[src/hdl/qrs_pkg.sv]
package qrs_pkg;

   localparam int FRAC_BITS = 16;
   localparam int COEF_W = 32;
   localparam int ROOT_W = 32;
   localparam int SQ_STAGES = 34;
   localparam int SQ_RAD_W = 2 * SQ_STAGES;
   localparam int SQ_REM_W = SQ_STAGES + 2;
   localparam int NUM_W = 34;
   localparam int DEN_W = 33;
   localparam int DIV_QBITS = ROOT_W + 1;
   localparam int REM_W = DEN_W + 1;
   localparam int NUMER_W = NUM_W + FRAC_BITS + 2;
   localparam int QUEUE_DEPTH = 4;
   localparam int QPTR_W = $clog2(QUEUE_DEPTH);

   typedef enum logic [2:0] {
      ST_TWO = 3'd0,
      ST_DOUBLE = 3'd1,
      ST_NONE = 3'd2,
      ST_LINEAR = 3'd3,
      ST_DEGEN = 3'd4
   } status_type;

   typedef struct packed {
      status_type status;
      logic two;
      logic [NUM_W-1:0] num0;
      logic neg0;
      logic [NUM_W-1:0] num1;
      logic neg1;
      logic [DEN_W-1:0] den;
   } job_type;

   function automatic logic [COEF_W-1:0] mag_of(logic [COEF_W-1:0] v);
      return v[COEF_W-1] ? (~v + COEF_W'(1)) : v;
   endfunction

endpackage

[src/hdl/qrs_queue.sv]
module qrs_queue import qrs_pkg::*; (
   input  logic clock,
   input  logic reset,
   input  logic in_valid,
   output logic in_ready,
   input  job_type in_job,
   output logic out_valid,
   input  logic out_ready,
   output job_type out_job
);

   job_type mem_ff [0:QUEUE_DEPTH-1];
   logic [QPTR_W-1:0] wr_ptr_ff, rd_ptr_ff;
   logic [QPTR_W:0] cnt_ff, cnt_in;
   logic push, pop;

   assign in_ready = (cnt_ff != (QPTR_W+1)'(QUEUE_DEPTH));
   assign out_valid = (cnt_ff != '0);
   assign out_job = mem_ff[rd_ptr_ff];
   assign push = in_valid && in_ready;
   assign pop = out_valid && out_ready;

   always_comb begin
      cnt_in = cnt_ff;
      if (push && !pop) cnt_in = cnt_ff + 1'b1;
      else if (pop && !push) cnt_in = cnt_ff - 1'b1;
   end

   always_ff @(posedge clock) begin
      if (reset) begin
         wr_ptr_ff <= '0;
         rd_ptr_ff <= '0;
         cnt_ff <= '0;
      end else begin
         cnt_ff <= cnt_in;
         if (push) wr_ptr_ff <= wr_ptr_ff + 1'b1;
         if (pop) rd_ptr_ff <= rd_ptr_ff + 1'b1;
      end
   end

   always_ff @(posedge clock) begin
      if (push) mem_ff[wr_ptr_ff] <= in_job;
   end

endmodule

[config.mk]
export PLATFORM = sky130hd
export DESIGN_NAME = qrs_queue
export DESIGN_NICKNAME = d
export VERILOG_FILES = /design/src/hdl/qrs_pkg.sv /design/src/hdl/qrs_queue.sv
export SDC_FILE = /design/constraint.sdc
export NUM_CORES = 1
export LEC_CHECK = 0
export BUFFER_PORTS_ARGS = -buffer_cell sky130_fd_sc_hd__buf_2
export CAP_MARGIN = 20
export CORE_MARGIN = 3
export CORE_UTILIZATION = 50
export CTS_BUF_LIST = sky130_fd_sc_hd__clkbuf_8
export CTS_CLUSTER_DIAMETER = 120
export CTS_CLUSTER_SIZE = 8
export DETAILED_ROUTE_END_ITERATION = 16
export PLACE_DENSITY = 0.71
export SLEW_MARGIN = 15
export SYNTH_ARGS = -nofsm -noshare
export SYNTH_HDL_FRONTEND = slang
export SYNTH_SLANG_ARGS = --single-unit
[constraint.sdc]
create_clock -name clock -period 4.6 [get_ports clock]
set_input_delay 0.23 -clock clock [delete_from_list [all_inputs] [get_ports clock]]
set_output_delay 0.23 -clock clock [all_outputs]
set_load 0.005 [all_outputs]
# == Word-level counts from Yosys, hierarchy flattened ==
# Memories as Yosys holds them, arrays and structs flattened. A register that Yosys moved wholly into a read port is not among the register bits.
# Cells that the tools add are included.
# word_totals
mem_bits_rw,428
in_bits,111
memories,1
word_cells,23
ff_bits,7
# op_classes
add_sub_neg,4
reduce_logical,8
n_eq_ne,1
mux,6
# memory_table
memory,words,width,rd,rd_ports_with_merged_regs,wr,line_no,text
mem_ff,4,107,1,1,1,qrs_queue.sv:12,job_type mem_ff [0:QUEUE_DEPTH-1];
# op_table
op,count
2-to-1 mux 3 bit,2
adder 2 x 1 -> 2 bit (second input constant),2
logical AND 1 bit,4
2-to-1 mux 2 bit,2
adder 3 x 1 -> 3 bit (second input constant),1
!= test 3 bit (second input constant),1
nonzero test 3 bit,1
subtractor 3 x 1 -> 3 bit (second input constant),1
zero test 1 bit,2
2-to-1 mux 1 bit,2
nonzero test 2 bit,1

# == Depth between registers and ports, before layout ==
# logic_depth
depth_word,6
ltp_mapped,8
ltp_nobuf,8

# == Least setup slack after synthesis ==
# Ideal clock, no wire load.
# synth_path
path_type,register -> register
from,reg cnt_ff[0]
to,"mem mem_ff[0][0] in the netlist's numbering, enable pin"
path_buffers,0
path_stages_with_launch,4
arrival_ps,3275
path_slack_ps,847
required_ps,4122
synth_period_minus_slack_ps,3753
cell_sequence,dfxtp_1 nor2_1 a21boi_2 and2_1
# synth_via
elab_chain_cells,4
# synth_lines
item,line_no,text
from (decl),qrs_queue.sv:14,"logic [QPTR_W:0] cnt_ff, cnt_in;"
from (signal assigned),qrs_queue.sv:35,cnt_ff <= cnt_in;
!= test 3 bit,qrs_queue.sv:17,assign in_ready = (cnt_ff != (QPTR_W+1)'(QUEUE_DEPTH));
logical AND 1 bit,qrs_queue.sv:20,assign push = in_valid && in_ready;
named net push,qrs_queue.sv:15,"logic push, pop;"
2-to-1 mux 1 bit,qrs_queue.sv:42,if (push) mem_ff[wr_ptr_ff] <= in_job;
2-to-1 mux 1 bit (not written as such),qrs_queue.sv:42,
to (decl),qrs_queue.sv:12,
# The timed path passes the listed nets, and every way through them passes these cells.

==> impl_metrics.toml <==
[sta]
slew_headroom = 0.2971
fin_tns_setup_ns = 0
post-route-period-util = 0.6398
finalMaxSlewViolations = 0
tightest_slew_ns = 1.054
rsz0062_at_grt = "no"
min_period_ns = 2.943
finalClockSkew_ns = 0.01756
finalSetupViolCount = 0
fin_hold_ws_ns = 0.08077
hold_viol = 0
fmax_ghz = 0.3398

[hold_path]
worstHoldStart = "out_ready"
hold_path.class = "in2reg"

[layout]
area_delta_synth_final_pct = 22.48
final_cells = 1390
final_nets = 1096
drive_gt1_frac = 0.4089
nFillCells = 2075
layout_common_cells = "edfxtp_1 (428), buf_2 (219), dlygate4sd3_1 (108)"
layout_commonest_cell = "edfxtp_1"

[worst_setup_path]
reg2reg_from = "cnt_ff[0]"
crit_path_top_delay_cell = "dfxtp_4"
regToRegSetupSlack_ns = 2.13
cp_top_family = "flip-flops"
end_kind = "output pin"
worst-setup-path-type = "reg2out"
crit_fanout = 40
arrival_ns = 2.71
critPathBufInv = 2
worstSetupStartpointType = "flop"
worstPathCellList = "buf_4 -> mux4_2 -> buf_2"
cp_slowest_stage_delay_ns = 0.90
crit_required_ns = 4.37

[yosys]
synth_seq_cells = 437
syn-num-nets = 724
syn_area_per_cell_um2 = 26.17
synth_top_cell_by_area = "edfxtp_1"
ys_seq_area_frac = 0.8204
synth_top_area_frac = 0.8091
yosysWarnings = 0
yosys-top-cells-area = "edfxtp_1 (81%), mux4_2 (15%), dfxtp_1 (1.1%)"
netlist_instances = 607
synth.distinct_cells = 23
synth_area_um2 = 15890

[route]
antenna_left = 0
viasPerCell = 5.476
dr.pass1.iters = 4
routed_wl_mm = 30.78
drt_iter0_drc = 499
wl_per_cell_um = 22.14
vias = 7611
drc = 0

[placed_design]
routabilityCongestion = 0.7025
port_buffers = 219
detailed_place_hpwl_mm = 17.47
dp.cells = 1205

[cts]
numCtsBuffers = 60
clkSinkCount = 437
clk_latency_ns = 0.59
cts_resized = 0
root_buffer = "clkbuf_8"
cts.path.max_buffers = 3
clk_pin_slew_ns = 0.06
h-tree-depth = 2
cts_tree = "built"
post-cts-setup-buffers = 0

[grt]
track_usage = 0.1816
grt_first_pass_wirelength_mm = 46.80
grt_pass1_vias = 8222
grt_max_degree = 70
gr-total-overflow = 0
antenna_found_initial = 1

[run]
drv_cap = 0

[pwr]
finalPower_mw = 9.714
p_per_area_nw_per_um2 = 499.3
ir_drop_mv = 0.4391
p_leak_nw = 6.580

[status]
status = "complete, no violations"

[floorplan]
core-area_um2 = 30990
num_rows = 64
die_w_um = 184.2
start_util = 0.5126
io_pins = 220
dieArea_um2 = 33940
dieHeight_um = 184.2
-- logic make-up (layout without fill, tap and decap cells) --
family / after synthesis / count (layout) / share of synthesized area
adders and majority gates: 6 / 6 / 0.005199
buffers and inverters: 28 / 414 / 0.01087
DFF: 437 / 437 / 0.8204
other: 0 / 1 / 0
xor gates and xnor gates: 4 / 4 / 0.002205
and+or+nand+nor: 17 / 17 / 0.005277
muxes: 110 / 110 / 0.1537
AOI/OAI and AO/OA: 5 / 5 / 0.002363
-- path summary, 6_finish.rpt --
path / end / cells after the start
worst min-delay path: rd_ptr_ff[0] / 4
worst max-delay path: out_job[80] / 3
worst max register to register: mem_ff[3][103] / 4
worst min register to register: wr_ptr_ff[1] / 2
-- registers in the layout, indices dropped and copies added (netlist names), named ones only --
register and flops:
mem_ff 428, rd_ptr_ff 2, cnt_ff 3, wr_ptr_ff 2
-- cell usage after synthesis --
master	n
a21boi_2	1
a21oi_1	1
and2_1	4
buf_2	12
buf_6	1
buf_8	4
clkbuf_1	8
dfxtp_1	9
edfxtp_1	428
fa_1	1
ha_1	5
inv_1	3
mux2_2	1
mux2i_1	2
mux4_2	107
nand2_1	1
nand2b_1	2
nor2_1	8
o21ai_0	1
o311ai_0	1
o31ai_1	1
or3_1	2
xor2_1	4
-- per-layer routing --
layer	vias to the layer above	part of all wire	GRT usage
li1	3339	-	-
met5	-	0	0
met3	49	0.088	0.05230
met1	3901	0.41	0.2477
met2	322	0.49	0.2950
met4	0	0.016	0.04506
-- metrics by stage --
step / worst slack [ns] / util / instance area [um2]
after global routing: 1.396 / 0.6278 / 19460
final: 1.657 / 0.6278 / 19460
after global placement: 2.139 / 0.5637 / 17470
after detailed placement: 2.101 / 0.5637 / 17470
after floorplan: 0.8469 / - / 15890
after CTS: 1.539 / 0.6277 / 19450
-- worst register-to-register path: cells and delay by family, from the launching register on --
family,cells,cell delay [ns]
DFF,1,0.45
AOI/OAI and AO/OA,1,0.32
and+or+nand+nor,2,0.95
buffers and inverters,1,0.39
-- where the power goes --
part / switching (mW) / total (mW) / internal (mW)
Combinational: 0.995 / 2.18 / 1.18
Sequential: 0.241 / 5.08 / 4.84
Clock: 1.27 / 2.46 / 1.18
-- final cells by class --
type	count	area, um2	area share
diodes	1	2.502	0.0001286
clock buffers	61	839.6	0.04315
clock inverters	15	65.06	0.003344
inverters	3	11.26	0.0005788
multi-input cells	142	2690	0.1383
flip-flops and latches	437	13040	0.6702
well taps	396	495.5	0.02547
repair buffers	335	2312	0.1188
-- what timing repair did --
item,CTS,global route
hold endpoints to repair,435,0
setup endpoints to repair,0,0
hold buffers,108,0
No activity file was read; power rests on OpenSTA's default activity.
